<file path="src/lmr_pkg.sv">
// ----------------------------------------------------------------------------
// lmr_pkg
// Shared types and constants for the LED mode render and PWM slot encoder.
// ----------------------------------------------------------------------------
`default_nettype none

package lmr_pkg;

    localparam int BITS_PER_LED    = 24;
    localparam int SLOT_CNT_W      = $clog2(BITS_PER_LED + 1);
    localparam int PULSE_W         = 16;
    localparam int REPEAT_W        = 8;
    localparam int COLOUR_W        = 8;
    localparam int MODE_W          = 2;
    localparam int TICK_W          = 8;
    localparam int LED_POS_W       = 10;
    localparam int PLAYHEAD_W      = 5;
    localparam int CFG_INDEX_W     = 2;
    localparam int CFG_DATA_W      = 16;
    localparam int MAX_LEDS_DEFAULT = 64;

    localparam logic [PULSE_W-1:0]  ZERO_PULSE_RESET = PULSE_W'(90);
    localparam logic [PULSE_W-1:0]  ONE_PULSE_RESET  = PULSE_W'(210);
    localparam logic [REPEAT_W-1:0] IDLE_SLOT_RESET  = REPEAT_W'(80);

    localparam logic [MODE_W-1:0] MODE_OFF      = 2'd0;
    localparam logic [MODE_W-1:0] MODE_ON       = 2'd1;
    localparam logic [MODE_W-1:0] MODE_BLINK    = 2'd2;
    localparam logic [MODE_W-1:0] MODE_PLAYHEAD = 2'd3;

    localparam logic [CFG_INDEX_W-1:0] REG_ZERO_PULSE = 2'd0;
    localparam logic [CFG_INDEX_W-1:0] REG_ONE_PULSE  = 2'd1;
    localparam logic [CFG_INDEX_W-1:0] REG_IDLE_SLOTS = 2'd2;

    typedef struct packed {
        logic [PULSE_W-1:0]  zero_pulse_ticks;
        logic [PULSE_W-1:0]  one_pulse_ticks;
        logic [REPEAT_W-1:0] idle_slot_count;
    } lmr_cfg_t;

    typedef struct packed {
        logic [BITS_PER_LED-1:0] word;
        logic                    last;
    } lmr_word_t;

endpackage

`default_nettype wire

</file>
<file path="src/lmr_cfg.sv">
// ----------------------------------------------------------------------------
// lmr_cfg
// Configuration register file: zero and one pulse compare values, idle gap.
// ----------------------------------------------------------------------------
`default_nettype none

module lmr_cfg
    import lmr_pkg::*;
(
    input  wire logic                   aclk,
    input  wire logic                   aresetn,
    input  wire logic                   cfg_valid,
    output logic                        cfg_ready,
    input  wire logic [CFG_INDEX_W-1:0] cfg_index,
    input  wire logic [CFG_DATA_W-1:0]  cfg_data,
    output lmr_cfg_t                    cfg
);

    lmr_cfg_t cfg_reg;
    lmr_cfg_t cfg_next;

    assign cfg_ready = 1'b1;
    assign cfg       = cfg_reg;

    always_comb begin
        cfg_next = cfg_reg;
        if (cfg_valid) begin
            unique case (cfg_index)
                REG_ZERO_PULSE: cfg_next.zero_pulse_ticks = cfg_data[PULSE_W-1:0];
                REG_ONE_PULSE:  cfg_next.one_pulse_ticks  = cfg_data[PULSE_W-1:0];
                REG_IDLE_SLOTS: cfg_next.idle_slot_count  = cfg_data[REPEAT_W-1:0];
                default:        cfg_next = cfg_reg;
            endcase
        end
    end

    always_ff @(posedge aclk) begin
        if (!aresetn) begin
            cfg_reg.zero_pulse_ticks <= ZERO_PULSE_RESET;
            cfg_reg.one_pulse_ticks  <= ONE_PULSE_RESET;
            cfg_reg.idle_slot_count  <= IDLE_SLOT_RESET;
        end else begin
            cfg_reg <= cfg_next;
        end
    end

endmodule

`default_nettype wire

</file>
<file path="src/lmr_render.sv">
// ----------------------------------------------------------------------------
// lmr_render
// Frame tick and LED position tracking, lit decision, colour word register.
// ----------------------------------------------------------------------------
`default_nettype none

module lmr_render
    import lmr_pkg::*;
#(
    parameter int MAX_LEDS = MAX_LEDS_DEFAULT
) (
    input  wire logic                aclk,
    input  wire logic                aresetn,
    input  wire logic                s_valid,
    output logic                     s_ready,
    input  wire logic [COLOUR_W-1:0] s_red,
    input  wire logic [COLOUR_W-1:0] s_green,
    input  wire logic [COLOUR_W-1:0] s_blue,
    input  wire logic [MODE_W-1:0]   s_led_mode,
    input  wire logic                s_last_led,
    output logic                     word_valid,
    output lmr_word_t                word,
    input  wire logic                word_take
);

    localparam int POS_W = (MAX_LEDS > 1) ? $clog2(MAX_LEDS) : 1;
    localparam logic [POS_W-1:0] POS_MAX = POS_W'(MAX_LEDS - 1);

    logic [TICK_W-1:0] frame_tick_reg;
    logic [TICK_W-1:0] frame_tick_next;
    logic [POS_W-1:0]  led_position_reg;
    logic [POS_W-1:0]  led_position_next;
    logic              word_valid_reg;
    logic              word_valid_next;
    lmr_word_t         word_reg;
    lmr_word_t         word_next;
    logic              accept;
    logic              lit;
    logic [LED_POS_W-1:0] pos_ext;
    logic [LED_POS_W-1:0] head_ext;

    assign s_ready    = !word_valid_reg || word_take;
    assign accept     = s_valid && s_ready;
    assign word_valid = word_valid_reg;
    assign word       = word_reg;

    // tick advances on the first led of a frame and is used for that led
    assign frame_tick_next = (led_position_reg == '0) ? frame_tick_reg + 1'b1
                                                      : frame_tick_reg;
    assign pos_ext  = LED_POS_W'(led_position_reg);
    assign head_ext = LED_POS_W'(frame_tick_next[PLAYHEAD_W-1:0]);

    always_comb begin
        unique case (s_led_mode)
            MODE_ON:       lit = 1'b1;
            MODE_BLINK:    lit = frame_tick_next[TICK_W-1];
            MODE_PLAYHEAD: lit = (head_ext == pos_ext);
            default:       lit = 1'b0;
        endcase
    end

    always_comb begin
        word_next.word = lit ? {s_green, s_red, s_blue} : '0;
        word_next.last = s_last_led;
        if (s_last_led) begin
            led_position_next = '0;
        end else if (led_position_reg < POS_MAX) begin
            led_position_next = led_position_reg + 1'b1;
        end else begin
            led_position_next = led_position_reg;
        end
        if (accept) begin
            word_valid_next = 1'b1;
        end else if (word_take) begin
            word_valid_next = 1'b0;
        end else begin
            word_valid_next = word_valid_reg;
        end
    end

    always_ff @(posedge aclk) begin
        if (!aresetn) begin
            frame_tick_reg   <= '0;
            led_position_reg <= '0;
            word_valid_reg   <= 1'b0;
        end else begin
            word_valid_reg <= word_valid_next;
            if (accept) begin
                frame_tick_reg   <= frame_tick_next;
                led_position_reg <= led_position_next;
            end
        end
    end

    always_ff @(posedge aclk) begin
        if (accept) begin
            word_reg <= word_next;
        end
    end

endmodule

`default_nettype wire

</file>
<file path="src/lmr_serial.sv">
// ----------------------------------------------------------------------------
// lmr_serial
// Shifts the colour word out MSB first as PWM compare slots, then the idle gap
// after the last word of a frame.
`default_nettype none

module lmr_serial
    import lmr_pkg::*;
(
    input  wire logic                aclk,
    input  wire logic                aresetn,
    input  wire lmr_cfg_t            cfg,
    input  wire logic                word_valid,
    input  wire lmr_word_t           word,
    output logic                     word_take,
    output logic                     m_valid,
    input  wire logic                m_ready,
    output logic [PULSE_W-1:0]       m_pulse_width,
    output logic [REPEAT_W-1:0]      m_repeat_slots,
    output logic                     m_last_of_run,
    output logic                     m_frame_end
);

    localparam logic [SLOT_CNT_W-1:0] LAST_BIT  = SLOT_CNT_W'(BITS_PER_LED - 1);
    localparam logic [SLOT_CNT_W-1:0] IDLE_SLOT = SLOT_CNT_W'(BITS_PER_LED);

    logic                    busy_reg;
    logic                    busy_next;
    logic [BITS_PER_LED-1:0] shift_reg;
    logic [BITS_PER_LED-1:0] shift_next;
    logic                    last_reg;
    logic                    last_next;
    logic [SLOT_CNT_W-1:0]   cnt_reg;
    logic [SLOT_CNT_W-1:0]   cnt_next;
    logic                    m_valid_reg;
    logic                    m_valid_next;
    logic [PULSE_W-1:0]      pulse_reg;
    logic [PULSE_W-1:0]      pulse_next;
    logic [REPEAT_W-1:0]     repeat_reg;
    logic [REPEAT_W-1:0]     repeat_next;
    logic                    lor_reg;
    logic                    lor_next;
    logic                    fe_reg;
    logic                    fe_next;
    logic                    out_adv;
    logic                    emit;
    logic                    final_slot;

    assign out_adv    = !m_valid_reg || m_ready;
    assign emit       = busy_reg && out_adv;
    assign final_slot = (cnt_reg == IDLE_SLOT) || ((cnt_reg == LAST_BIT) && !last_reg);
    assign word_take  = word_valid && (!busy_reg || (emit && final_slot));

    assign m_valid        = m_valid_reg;
    assign m_pulse_width  = pulse_reg;
    assign m_repeat_slots = repeat_reg;
    assign m_last_of_run  = lor_reg;
    assign m_frame_end    = fe_reg;

    always_comb begin
        busy_next    = busy_reg;
        shift_next   = shift_reg;
        last_next    = last_reg;
        cnt_next     = cnt_reg;
        m_valid_next = m_valid_reg;
        pulse_next   = pulse_reg;
        repeat_next  = repeat_reg;
        lor_next     = lor_reg;
        fe_next      = fe_reg;

        if (out_adv) begin
            m_valid_next = busy_reg;
        end

        if (emit) begin
            if (cnt_reg == IDLE_SLOT) begin
                pulse_next  = '0;
                repeat_next = (cfg.idle_slot_count == '0) ? REPEAT_W'(1)
                                                          : cfg.idle_slot_count;
                lor_next    = 1'b1;
                fe_next     = 1'b1;
            end else begin
                pulse_next  = shift_reg[BITS_PER_LED-1] ? cfg.one_pulse_ticks
                                                        : cfg.zero_pulse_ticks;
                repeat_next = REPEAT_W'(1);
                lor_next    = (cnt_reg == LAST_BIT) && !last_reg;
                fe_next     = 1'b0;
            end
            shift_next = {shift_reg[BITS_PER_LED-2:0], 1'b0};
            cnt_next   = cnt_reg + 1'b1;
            if (final_slot) begin
                busy_next = 1'b0;
            end
        end

        if (word_take) begin
            busy_next  = 1'b1;
            shift_next = word.word;
            last_next  = word.last;
            cnt_next   = '0;
        end
    end

    always_ff @(posedge aclk) begin
        if (!aresetn) begin
            busy_reg    <= 1'b0;
            m_valid_reg <= 1'b0;
        end else begin
            busy_reg    <= busy_next;
            m_valid_reg <= m_valid_next;
        end
    end

    always_ff @(posedge aclk) begin
        shift_reg  <= shift_next;
        last_reg   <= last_next;
        cnt_reg    <= cnt_next;
        pulse_reg  <= pulse_next;
        repeat_reg <= repeat_next;
        lor_reg    <= lor_next;
        fe_reg     <= fe_next;
    end

endmodule

`default_nettype wire

</file>
<file path="src/led_mode_render_pwm_encoder.sv">
// ----------------------------------------------------------------------------
// led_mode_render_pwm_encoder
// Renders one led per input word by mode and frame tick, then emits 24 PWM
// compare slots MSB first from green:red:blue, plus an idle gap after the last.
// The input word is registered in the render register, then loaded into the
// shift register, which emits one slot per cycle into the output register
// unless m_ready stalls it; the next led waits in the render register.
// Reset: aresetn synchronous active low clears tick, position and valids, and
// loads the register defaults.
// ----------------------------------------------------------------------------
`default_nettype none

module led_mode_render_pwm_encoder
    import lmr_pkg::*;
#(
    parameter int MAX_LEDS = MAX_LEDS_DEFAULT
) (
    input  wire logic                   aclk,
    input  wire logic                   aresetn,
    input  wire logic                   cfg_valid,
    output logic                        cfg_ready,
    input  wire logic [CFG_INDEX_W-1:0] cfg_index,
    input  wire logic [CFG_DATA_W-1:0]  cfg_data,
    input  wire logic                   s_valid,
    output logic                        s_ready,
    input  wire logic [COLOUR_W-1:0]    s_red,
    input  wire logic [COLOUR_W-1:0]    s_green,
    input  wire logic [COLOUR_W-1:0]    s_blue,
    input  wire logic [MODE_W-1:0]      s_led_mode,
    input  wire logic                   s_last_led,
    output logic                        m_valid,
    input  wire logic                   m_ready,
    output logic [PULSE_W-1:0]          m_pulse_width,
    output logic [REPEAT_W-1:0]         m_repeat_slots,
    output logic                        m_last_of_run,
    output logic                        m_frame_end
);

    lmr_cfg_t  cfg;
    lmr_word_t word;
    logic      word_valid;
    logic      word_take;

    lmr_cfg u_cfg (
        .aclk      (aclk),
        .aresetn   (aresetn),
        .cfg_valid (cfg_valid),
        .cfg_ready (cfg_ready),
        .cfg_index (cfg_index),
        .cfg_data  (cfg_data),
        .cfg       (cfg)
    );

    lmr_render #(
        .MAX_LEDS (MAX_LEDS)
    ) u_render (
        .aclk       (aclk),
        .aresetn    (aresetn),
        .s_valid    (s_valid),
        .s_ready    (s_ready),
        .s_red      (s_red),
        .s_green    (s_green),
        .s_blue     (s_blue),
        .s_led_mode (s_led_mode),
        .s_last_led (s_last_led),
        .word_valid (word_valid),
        .word       (word),
        .word_take  (word_take)
    );

    lmr_serial u_serial (
        .aclk           (aclk),
        .aresetn        (aresetn),
        .cfg            (cfg),
        .word_valid     (word_valid),
        .word           (word),
        .word_take      (word_take),
        .m_valid        (m_valid),
        .m_ready        (m_ready),
        .m_pulse_width  (m_pulse_width),
        .m_repeat_slots (m_repeat_slots),
        .m_last_of_run  (m_last_of_run),
        .m_frame_end    (m_frame_end)
    );

endmodule

`default_nettype wire
</file>
<file path="config.mk">
export PLATFORM = sky130hd
export DESIGN_NAME = led_mode_render_pwm_encoder
export DESIGN_NICKNAME = d
export VERILOG_FILES = /design/src/lmr_pkg.sv /design/src/lmr_cfg.sv /design/src/lmr_render.sv /design/src/lmr_serial.sv /design/src/led_mode_render_pwm_encoder.sv
export SDC_FILE = /design/constraint.sdc
export NUM_CORES = 1
export LEC_CHECK = 0
export BUFFER_PORTS_ARGS = -buffer_cell sky130_fd_sc_hd__buf_2
export CAP_MARGIN = 20
export CORE_MARGIN = 3
export CORE_UTILIZATION = 57
export DETAILED_ROUTE_END_ITERATION = 12
export PLACE_DENSITY = 0.78
export SLEW_MARGIN = 30
export SYNTH_ARGS = -nofsm -noshare
export SYNTH_HDL_FRONTEND = slang
export SYNTH_SLANG_ARGS = --single-unit
</file>
<file path="constraint.sdc">
create_clock -name aclk -period 2.5 [get_ports aclk]
set_input_delay 0 -clock aclk [delete_from_list [all_inputs] [get_ports aclk]]
set_output_delay 0 -clock aclk [all_outputs]
set_load 0.01 [all_outputs]
</file>
# Yosys cells after proc, flatten, opt, wreduce, memory -nomap -nowiden
# Index checks and enable logic that the tools add are counted.
classes:
  n_addsub: 3
  order_cmp: 1
  eq_ne: 8
  n_mux: 13
  bitwise: 1
  n_reduce_logical: 27
ops:
  columns: ["cell", "n"]
  rows:
  - ["$mux W24", 2]
  - ["$mux W16", 1]
  - ["$mux W6", 2]
  - ["$reduce_and A2 Y1", 6]
  - ["$eq A5 B5 Y1 const B", 2]
  - ["$add A8 B1 Y8 const B", 1]
  - ["$logic_not A8 Y1", 1]
  - ["$mux W8", 1]
  - ["$reduce_bool A2 Y1", 4]
  - ["$add A6 B1 Y6 const B", 1]
  - ["$eq A2 B2 Y1 const B", 3]
  - ["$eq A5 B6 Y1", 1]
  - ["$logic_not A6 Y1", 1]
  - ["$lt A6 B6 Y1 const B", 1]
  - ["$mux W1", 6]
  - ["$add A5 B1 Y5 const B", 1]
  - ["$logic_and A1 B1 Y1", 5]
  - ["$eq A2 B1 Y1 const B", 2]
  - ["$logic_not A1 Y1", 4]
  - ["$logic_or A1 B1 Y1", 4]
  - ["$pmux W1 S3", 1]
  - ["$logic_not A2 Y1", 1]
  - ["$reduce_or A2 Y1", 1]
  - ["$not A1 Y1", 1]
word_totals:
  regBits: 138
  input_bits: 50
  output_inout_bits: 29
  elab_cells: 71

# Depth between registers and ports, before layout
# Gate-level depths: netlist of run 1.
depth:
  depth_word: 9
  depth_mapped: 9

# By module
# Synthesis of run 1 repeated with hierarchy kept, for this count alone.
unflattened:
  cells_unflattened: 497
  area_unflattened_um2: 6144.6
by_module_without_submodules:
  columns: ["mod", "n_inst", "cells_per_inst", "area_per_inst_um2", "seq_area_each_um2"]
  rows:
  - ["lmr_serial", 1, 182, 2683.8, 1671.6]
  - ["lmr_render", 1, 159, 1876.8, 1051.0]
  - ["lmr_cfg", 1, 156, 1584.0, 800.8]

# Worst setup path after synthesis of run 1
# OpenSTA, ideal clock, no wires.
synth_timing:
  kind: "register to register"
  startpoint: "register u_serial.m_valid_reg (netlist: u_serial.m_valid)"
  endpoint: "register u_serial.shift_reg[0], enable pin"
  setup_ns: 0.413
  arrival_ns: 1.719
  t_required_ns: 2.087
  setup_slack_ns: 0.368
  path_stages_with_launch: 3
  path_buffers: 0
  period_less_slack_ns: 2.132
  cell_sequence: "dfxtp_1 > nor2b_1 > a21oi_1"
synth_between:
  elab_chain_len: 7
synth_lines:
  columns: ["item", "line_no", "text"]
  rows:
  - ["start: declaration", "lmr_serial.sv:35", "logic m_valid_reg;"]
  - ["start signal: assignment", "lmr_serial.sv:110", "m_valid_reg <= m_valid_next;"]
  - ["$logic_not A1 Y1 *", "lmr_serial.sv:49", "assign out_adv = !m_valid_reg || m_ready;"]
  - ["$logic_or A1 B1 Y1 *", "lmr_serial.sv:49", null]
  - ["$logic_and A1 B1 Y1 *", "lmr_serial.sv:50", "assign emit = busy_reg && out_adv;"]
  - ["$logic_and A1 B1 Y1", "lmr_serial.sv:52", "assign word_take = word_valid && (!busy_reg || (emit && final_slot));"]
  - ["$logic_or A1 B1 Y1", "lmr_serial.sv:52", null]
  - ["$logic_and A1 B1 Y1", "lmr_serial.sv:52", null]
  - ["$reduce_bool A2 Y1 (no source line) *", null, null]
  - ["end signal: assignment", "lmr_serial.sv:115", "shift_reg <= shift_next;"]
  - ["end: declaration", "lmr_serial.sv:29", "logic [BITS_PER_LED-1:0] shift_reg;"]
# Every way passes the cells marked *; elsewhere a longest branch is shown, timed or not.
# A chain may end at the register's enable or synchronous reset.

# Worst setup path in the final report of run 1
layout_timing:
  startpoint: "register u_serial.cnt_reg[0]"
  endpoint: "register u_serial.shift_reg[11], data pin"
layout_between:
  elab_chain_len: 7
  word_cells_on_any_way: 8
  classes_between: "eq/ne: 2; mux: 1; reduce/logical: 5"
layout_lines:
  columns: ["item", "line_no", "text"]
  rows:
  - ["start: declaration", "lmr_serial.sv:33", "logic [SLOT_CNT_W-1:0] cnt_reg;"]
  - ["start signal: assignment", "lmr_serial.sv:117", "cnt_reg <= cnt_next;"]
  - ["$eq A5 B5 Y1", "lmr_serial.sv:51", "assign final_slot = (cnt_reg == IDLE_SLOT) || ((cnt_reg == LAST_BIT) && !last_reg);"]
  - ["$logic_and A1 B1 Y1", "lmr_serial.sv:51", null]
  - ["$logic_or A1 B1 Y1 *", "lmr_serial.sv:51", null]
  - ["$logic_and A1 B1 Y1 *", "lmr_serial.sv:52", null]
  - ["$logic_or A1 B1 Y1 *", "lmr_serial.sv:52", null]
  - ["$logic_and A1 B1 Y1 *", "lmr_serial.sv:52", null]
  - ["$mux W24 *", "lmr_serial.sv:96", "if (word_take) begin"]
  - ["via u_serial.shift_next[11]", "lmr_serial.sv:30", "logic [BITS_PER_LED-1:0] shift_next;"]
# Mark *: on every way through the listed nets, which the timed path passes. The rest lies on a longest branch.

==> results of run 1 <==
-- worst max-delay path, delay by kind of cell, from the launching register on --
kind	cells	cell delay, ns
AOI/OAI and AO/OA	1	0.33
adders and majority gates	1	0.13
buffers and inverters	2	0.29
DFF	1	0.35
muxes	1	0.36
and+or+nand+nor	3	0.57
-- cells in the final DEF, fill, tap and decap left out, types with 5 or more instances in the layout --
cell type and count:
mux2i_1 25, dfxtp_1 62, and3_1 10, a21boi_2 20, clkbuf_16 17, or3_1 5
buf_2 77, xor2_1 10, o21ai_0 7, dlygate4sd3_1 49, inv_1 11, buf_4 8
a21oi_1 37, nand3_1 13, nand2_1 75, ha_1 5, nor2_1 41, mux2_2 23
edfxtp_1 76
-- power by group through the flow --
stage	Sequential, mW	Clock, mW	Combinational [mW]
floorplan	2.67	0	0.338
global placement	2.67	0	0.478
detailed placement	2.68	0	0.498
CTS	2.64	2.47	0.564
global route	2.65	2.58	0.622
finish	2.64	2.46	0.570
-- cell type report --
type / count / area share
sequential: 138 / 0.468
multi-input combinational: 331 / 0.294
timing repair buffer: 137 / 0.132
clock buffer: 22 / 0.0629
tap: 133 / 0.0221
clock inverter: 10 / 0.0151
inverter: 12 / 0.00598
-- Yosys cell counts, types with 4 or more instances --
cell	instances	share of area
xor2_1	10	0.015
o21ai_0	7	0.0059
dfxtp_1	62	0.21
and3_1	10	0.011
nor2b_1	6	0.0064
mux2i_1	25	0.042
a21oi_1	39	0.033
nand3_1	13	0.011
nor2_1	41	0.026
a21boi_2	20	0.038
edfxtp_1	76	0.39
inv_1	11	0.0070
mux2_2	23	0.044
or4_1	4	0.0051
nand2_1	75	0.048
nand4_1	4	0.0042
clkbuf_1	16	0.010
buf_2	6	0.0051
a21boi_0	4	0.0051
ha_1	5	0.011
or3_1	5	0.0053
-- per-layer routing --
| layer | up-vias | global-route usage | wire length, um |
|---|---|---|---|
| met2 | 141 | 0.415 | 6790 |
| met5 | - | 0 | 0 |
| met4 | 0 | 0.0866 | 264 |
| li1 | 2062 | - | - |
| met3 | 28 | 0.0498 | 667 |
| met1 | 2064 | 0.276 | 5280 |
-- worst max path at each step --
stage	startpoint	to	slack, ns	cells after the start
after floorplan	u_serial.m_valid	u_serial.shift_reg[0]	0.37	2
after detailed placement	u_serial.cnt_reg[0]	u_serial.shift_reg[19]	0.27	8
after global placement	u_serial.cnt_reg[0]	u_serial.shift_reg[8]	0.36	8
final	u_serial.cnt_reg[0]	u_serial.shift_reg[11]	0.21	8
after CTS	u_serial.cnt_reg[0]	u_serial.shift_reg[2]	0.21	8
after global routing	u_serial.cnt_reg[1]	u_serial.shift_reg[2]	0.10	8
-- stage by stage --
stage	instances	setup WS, ns
2_1_floorplan	509	0.368
3_3_place_gp	702	0.357
3_5_place_dp	702	0.272
4_1_cts	783	0.215
5_1_grt	783	0.105
6_report	783	0.207
-- cells by family after synthesis --
logic type      after synthesis  share of synthesized area
flops                       138                      0.596
other cells                   1                   0.000634
compound gates               85                      0.110
buf+inv                      40                     0.0318
mux                          48                     0.0862
xor+xnor                     13                     0.0193
fa+ha+maj                     5                     0.0106
simple gates                179                      0.146
-- repair_timing --
item | 4_1_cts | 5_1_grt
hold buffers | 49 | 0
buffers inserted | 0 | 0
endpoints found under the hold margin | 78 | 0
==> results.md, run 1 <==
- Status: finished clean
- Fillers: between 600 and 700
- Internal power: roughly 4.4 mW
- Share of cells above drive strength 1: 0.271
- Pwr Density: 753 nW/um^2
- Cells after synthesis: roughly 500
- FF/Latch Area: 3520 um^2
- Hold slack: about 0.033 ns
- Core Rows: 36
- Footprint of the multi-input gates: 2220 um^2
- Number of routed nets with antenna violations: 0
- Reg-to-reg startpoint: u_serial.cnt_reg[0]
- Synthesized area: 5910 um^2
- Final period utilization: 0.917
- Synth warn: 0
- Synth Flop Type: edfxtp_1
- Fin util: 0.760
- Die H: between 100 and 150 um
- Iter 0 DRT Violations: 259
- Initial Utilization: 0.596
- Logic pwr share: 0.100
- Die area: 11600 um^2
- Die Wd: 108 um
- Core area: 9910 um^2
- Total CTS buffers: 17
- Fin nets: 692
- Worst path cell trace: inv_1 > ha_1 > and3b_1 > o221a_4 > nor2b_2 > nor2b_2 > buf_12 > mux2_2
- Fin. Hold Viols: 0
- Drt pass-1 iters: 5
- Switch share: 0.229
- Slew headroom: 0.428
- CP max-delay cell: mux2_2
- Clock share of power: 0.434
- CTS tree: built
- Vias per Instance: 5.49
- Hold_sp: cfg_index[1]
- RSZ-0062 raised after global routing: false
- Largest register FFs: 40
- Worst reg2reg endpoint: u_serial.shift_reg[11]
- Clock Skews: 0.00580 ns
- Critical Path RT: ~2.8 ns
- Routed WL: 13000 um
- Final slew viol count: 0
- Antenna violations before repair: 0
- Total power: 5.67 mW
- Maxcap violations: 0
- Clock Latency Late Sink: approximately 0.52 ns
- DR vias: 4295
- Vias in the first global route: 4330
- CTS H-tree lvls: 4
- Crit path time final: 2.29 ns
- Post-route DRC: 0
- Synth-to-layout area growth: 27.5%
- Critical path capture point type: flop
- Synth cell types: 52
- Worst R2R Setup Slack: slightly above 0.2 ns
- Congestion Overflow GR: 0
- Post-synth ARST share: 0
- CP Data Arrival Time: between 2 and 3 ns
- Register area share after synthesis: 0.596
- EDFF count, synth: 76
- Synth Area per Inst: about 12 um^2
- Kind of critical path: reg2reg
- PortBufs: 77
- Post-route cell area: 7540 um^2
- GR Util All Layers: 0.233
- Global-route wire length before repair: 20700 um
- Fin Setup TNS: 0 ns
- Clock buffer depth: 2
- CTS resizes: 0
- FF-to-FF path depth: 8
- Max FO, Critical Path: 30
- Clk sinks: 138
- Critical Path Most Common Cell: nor2b_2
- Worst Hold Depth: 5
- Hold EP: u_cfg.cfg[36]
- Hold WC Path Type: in2reg
- I/O pin cnt: 79
- F_max: 0.436 GHz
- Worst VDD drop: 0.475 mV
- Clk slew on worst S/H paths: 0.06 ns
- Final setup viols: 0
- Clock root cell: clkbuf_8
- Worst-Margin Slew: 0.852 ns
- P_sw: 1.30 mW
- Synth Register Bits: 138
- Syn Nets: 564
- Leakage: 3.02 nW
- Placer Congestion: 0.802
- Routed len/inst: 16.6 um
- Critical Path Start Type: flop
- CP peak stage delay: 0.36 ns
- Sequential Power Share: 0.466
- Largest net degree at the start of global routing: 32
- N_diodes: 0
- DPL Wire Length: roughly 7600 um
- DP Area: 6460 um^2
Note: power is estimated with default switching activity, not from simulation.
==> run 2: changes to the inputs <==
==> constraint.sdc (replaced) <==
create_clock -name aclk -period 2.5 [get_ports aclk]
set_input_delay 0.375 -clock aclk [delete_from_list [all_inputs] [get_ports aclk]]
set_output_delay 0.375 -clock aclk [all_outputs]
set_load 0.01 [all_outputs]
==> run 2 against run 1 <==
Net effect:
- sequential power is essentially flat
- fmax shrank 2.6%
- worst setup slack lost 0.060 ns
- cell count shrank 6.3%
- sequential share of layout area grew 3.0 points
- critical path type is now reg2out
- largest cell class unchanged
==> results.md, run 2 (synthesized netlist as in run 1, its figures left out) <==
- I/O pin cnt: 79 (unchanged)
- Initial Utilization: 0.596 (unchanged)
- Pwr Density: 800 nW/um^2 (was 753 nW/um^2)
- Critical Path RT: 2.12 ns (was 2.77 ns)
- Antenna violations before repair: 0 (unchanged)
- Clock share of power: 0.445 (was 0.434)
- Clk slew on worst S/H paths: 0.06 ns (about the same)
- Core area: 9910 um^2 (unchanged)
- Sequential Power Share: 0.466 (about the same)
- Crit path time final: 2.35 ns (was 2.29 ns)
- Routed len/inst: 16.0 um (was 16.6 um)
- Congestion Overflow GR: 0 (unchanged)
- Final period utilization: 0.941 (was 0.917)
- Number of routed nets with antenna violations: 0 (unchanged)
- Hold WC Path Type: in2reg (unchanged)
- Final setup viols: 0 (unchanged)
- Internal power: 4.38 mW (about the same)
- Switch share: 0.227 (was 0.229)
- Fin. Hold Viols: 0 (unchanged)
- Worst setup slack after layout: 0.147 ns (was 0.207 ns)
- Routed WL: 11700 um (was 13000 um)
- N_diodes: 0 (unchanged)
- FF-to-FF path depth: 8 (unchanged)
- F_max: 0.425 GHz (was 0.436 GHz)
- Largest net degree at the start of global routing: 44 (was 32)
- Share of cells above drive strength 1: 0.300 (was 0.271)
- Clock Latency Late Sink: 0.51 ns (was 0.52 ns)
- GR Util All Layers: 0.216 (was 0.233)
- Die Wd: 108 um (unchanged)
- P_sw: 1.29 mW (was 1.30 mW)
- Synth-to-layout area growth: 19.9% (was 27.5%)
- CTS tree: built (unchanged)
- Worst path cell trace: inv_1 > ha_1 > and3b_2 > o221a_4 > nor2b_4 > nand2_1 > buf_2 (was inv_1 > ha_1 > and3b_1 > o221a_4 > nor2b_2 > nor2b_2 > buf_12 > mux2_2)
- Status: finished clean (unchanged)
- Clock buffer depth: 2 (unchanged)
- Core Rows: 36 (unchanged)
- DPL Wire Length: 7540 um (was 7550 um)
- Leakage: 2.83 nW (was 3.02 nW)
- Logic pwr share: 0.089 (was 0.100)
- Final slew viol count: 0 (unchanged)
- Critical path capture point type: primary output (was flop)
- CTS H-tree lvls: 4 (unchanged)
- Placer Congestion: 0.802 (about the same)
- CP peak stage delay: 0.37 ns (was 0.36 ns)
- Commonest non-fill, non-tap cell in the layout: buf_2 (unchanged)
- Global-route wire length before repair: 19200 um (was 20700 um)
- Largest register FFs: 40 (unchanged)
- DP Area: 6460 um^2 (about the same)
- Worst reg2reg endpoint: u_render.word[18] (was u_serial.shift_reg[11])
- Total power: 5.67 mW (about the same)
- Post-cts hold buffer count: 0 (was 49)
- Clock root cell: clkbuf_8 (unchanged)
- RSZ-0062 raised after global routing: false (unchanged)
- Post-route DRC: 0 (unchanged)
- Fin Setup TNS: 0 ns (unchanged)
- CP max-delay cell: dfxtp_2 (was mux2_2)
- Die H: 108 um (unchanged)
- Drt pass-1 iters: 5 (unchanged)
- Total CTS buffers: 17 (unchanged)
- Worst-Margin Slew: 0.845 ns (was 0.852 ns)
- Critical Path Start Type: flop (unchanged)
- Die area: 11600 um^2 (unchanged)
- Max FO, Critical Path: 10 (was 30)
- Kind of critical path: reg2out (was reg2reg)
- Hold_sp: cfg_data[11] (was cfg_index[1])
- Vias per Instance: 5.54 (was 5.49)
- Hold slack: 0.110 ns (was 0.0334 ns)
- CP Data Arrival Time: 1.98 ns (was 2.56 ns)
- Fin nets: 643 (was 692)
- Slew headroom: 0.432 (was 0.428)
- Clk sinks: 138 (unchanged)
- Hold EP: u_cfg.cfg[35] (was u_cfg.cfg[36])
- Worst R2R Setup Slack: 0.34 ns (was 0.21 ns)
- Worst VDD drop: 0.505 mV (was 0.475 mV)
- Vias in the first global route: 4068 (was 4330)
- Place WS: 0.293 ns (was 0.272 ns)
- Post-route cell area: 7090 um^2 (was 7540 um^2)
- Reg-to-reg startpoint: u_serial.cnt_reg[0] (unchanged)
- Commonest cells after routing, fill and taps aside: buf_2 (77), edfxtp_1 (76), nand2_1 (75) (unchanged)
- Worst Hold Depth: 3 (was 5)
- Maxcap violations: 0 (unchanged)
- Iter 0 DRT Violations: 187 (was 259)
- Clock Skews: 0.00577 ns (was 0.00580 ns)
- DR vias: 4070 (was 4295)
- PortBufs: 77 (unchanged)
==> run 2: cell count changes in the layout (fill, tap and decap cells not counted), sizes merged <==
| cell | before | now |
|---|---|---|
| clkbuf | 22 | 19 |
| clkinvlp | 1 | 3 |
| bufinv | 2 | 3 |
| dlygate4sd3 | 49 | 0 |
==> run 2: per-stage QoR <==
stage,instances,util
final,734,0.715
after global routing,734,0.715
after CTS,733,0.714
after detailed placement,701,0.652
after global placement,701,0.652
after floorplan,509,-
==> run 2: worst max-delay path: cells and delay by family (launching register included) <==
kind / cells / cell delay [ns]
and+or+nand+nor: 3 / 0.46
DFF: 1 / 0.37
AOI/OAI and AO/OA: 1 / 0.25
buffers and inverters: 2 / 0.20
adders and majority gates: 1 / 0.18
==> run 2: power groups by stage <==
stage | Sequential (mW) | Combinational, mW | Clock [mW]
after floorplan | 2.67 | 0.338 | 0
after global placement | 2.67 | 0.479 | 0
after detailed placement | 2.68 | 0.499 | 0
after CTS | 2.64 | 0.509 | 2.56
after global routing | 2.66 | 0.563 | 2.67
final | 2.64 | 0.505 | 2.52
==> run 2: what timing repair did <==
item / CTS / global route
buffers inserted: 0 / 1
endpoints found under the setup margin: 1 / 1
pin swaps: 0 / 1
resized for setup: 3 / 1
==> run 2: how the worst max path moves through the flow <==
stage | startpoint | to | slack, ns | depth (start not counted)
after floorplan | u_serial.m_valid | u_serial.shift_reg[0] | 0.37 | 2
after CTS | u_serial.cnt_reg[1] | s_ready | 0.02 | 7
after global placement | u_serial.cnt_reg[0] | u_serial.shift_reg[8] | 0.36 | 8
after detailed placement | u_serial.cnt_reg[0] | u_serial.shift_reg[1] | 0.29 | 8
after global routing | u_serial.cnt_reg[0] | s_ready | 0.04 | 7
final | u_serial.cnt_reg[0] | s_ready | 0.15 | 7
==> run 2: layout make-up <==
class | count | area, um^2
repair buffers | 88 | 518
multi-input cells | 331 | 2220
inverters | 12 | 45.0
fillers | 651 | 2820
flip-flops and latches | 138 | 3530
clock inverters | 13 | 164
well taps | 133 | 166
clock buffers | 19 | 443
==> run 2: per-layer routing <==
metal  global-route usage  share of wire  vias up  routed length [um]
li1                     -              -     1973                   -
met2                0.360           0.50      116                5850
met3               0.0528          0.054       18                 629
met1                0.269           0.43     1963                5070
met5                    0              0        -                   0
met4               0.0866          0.016        0                 192
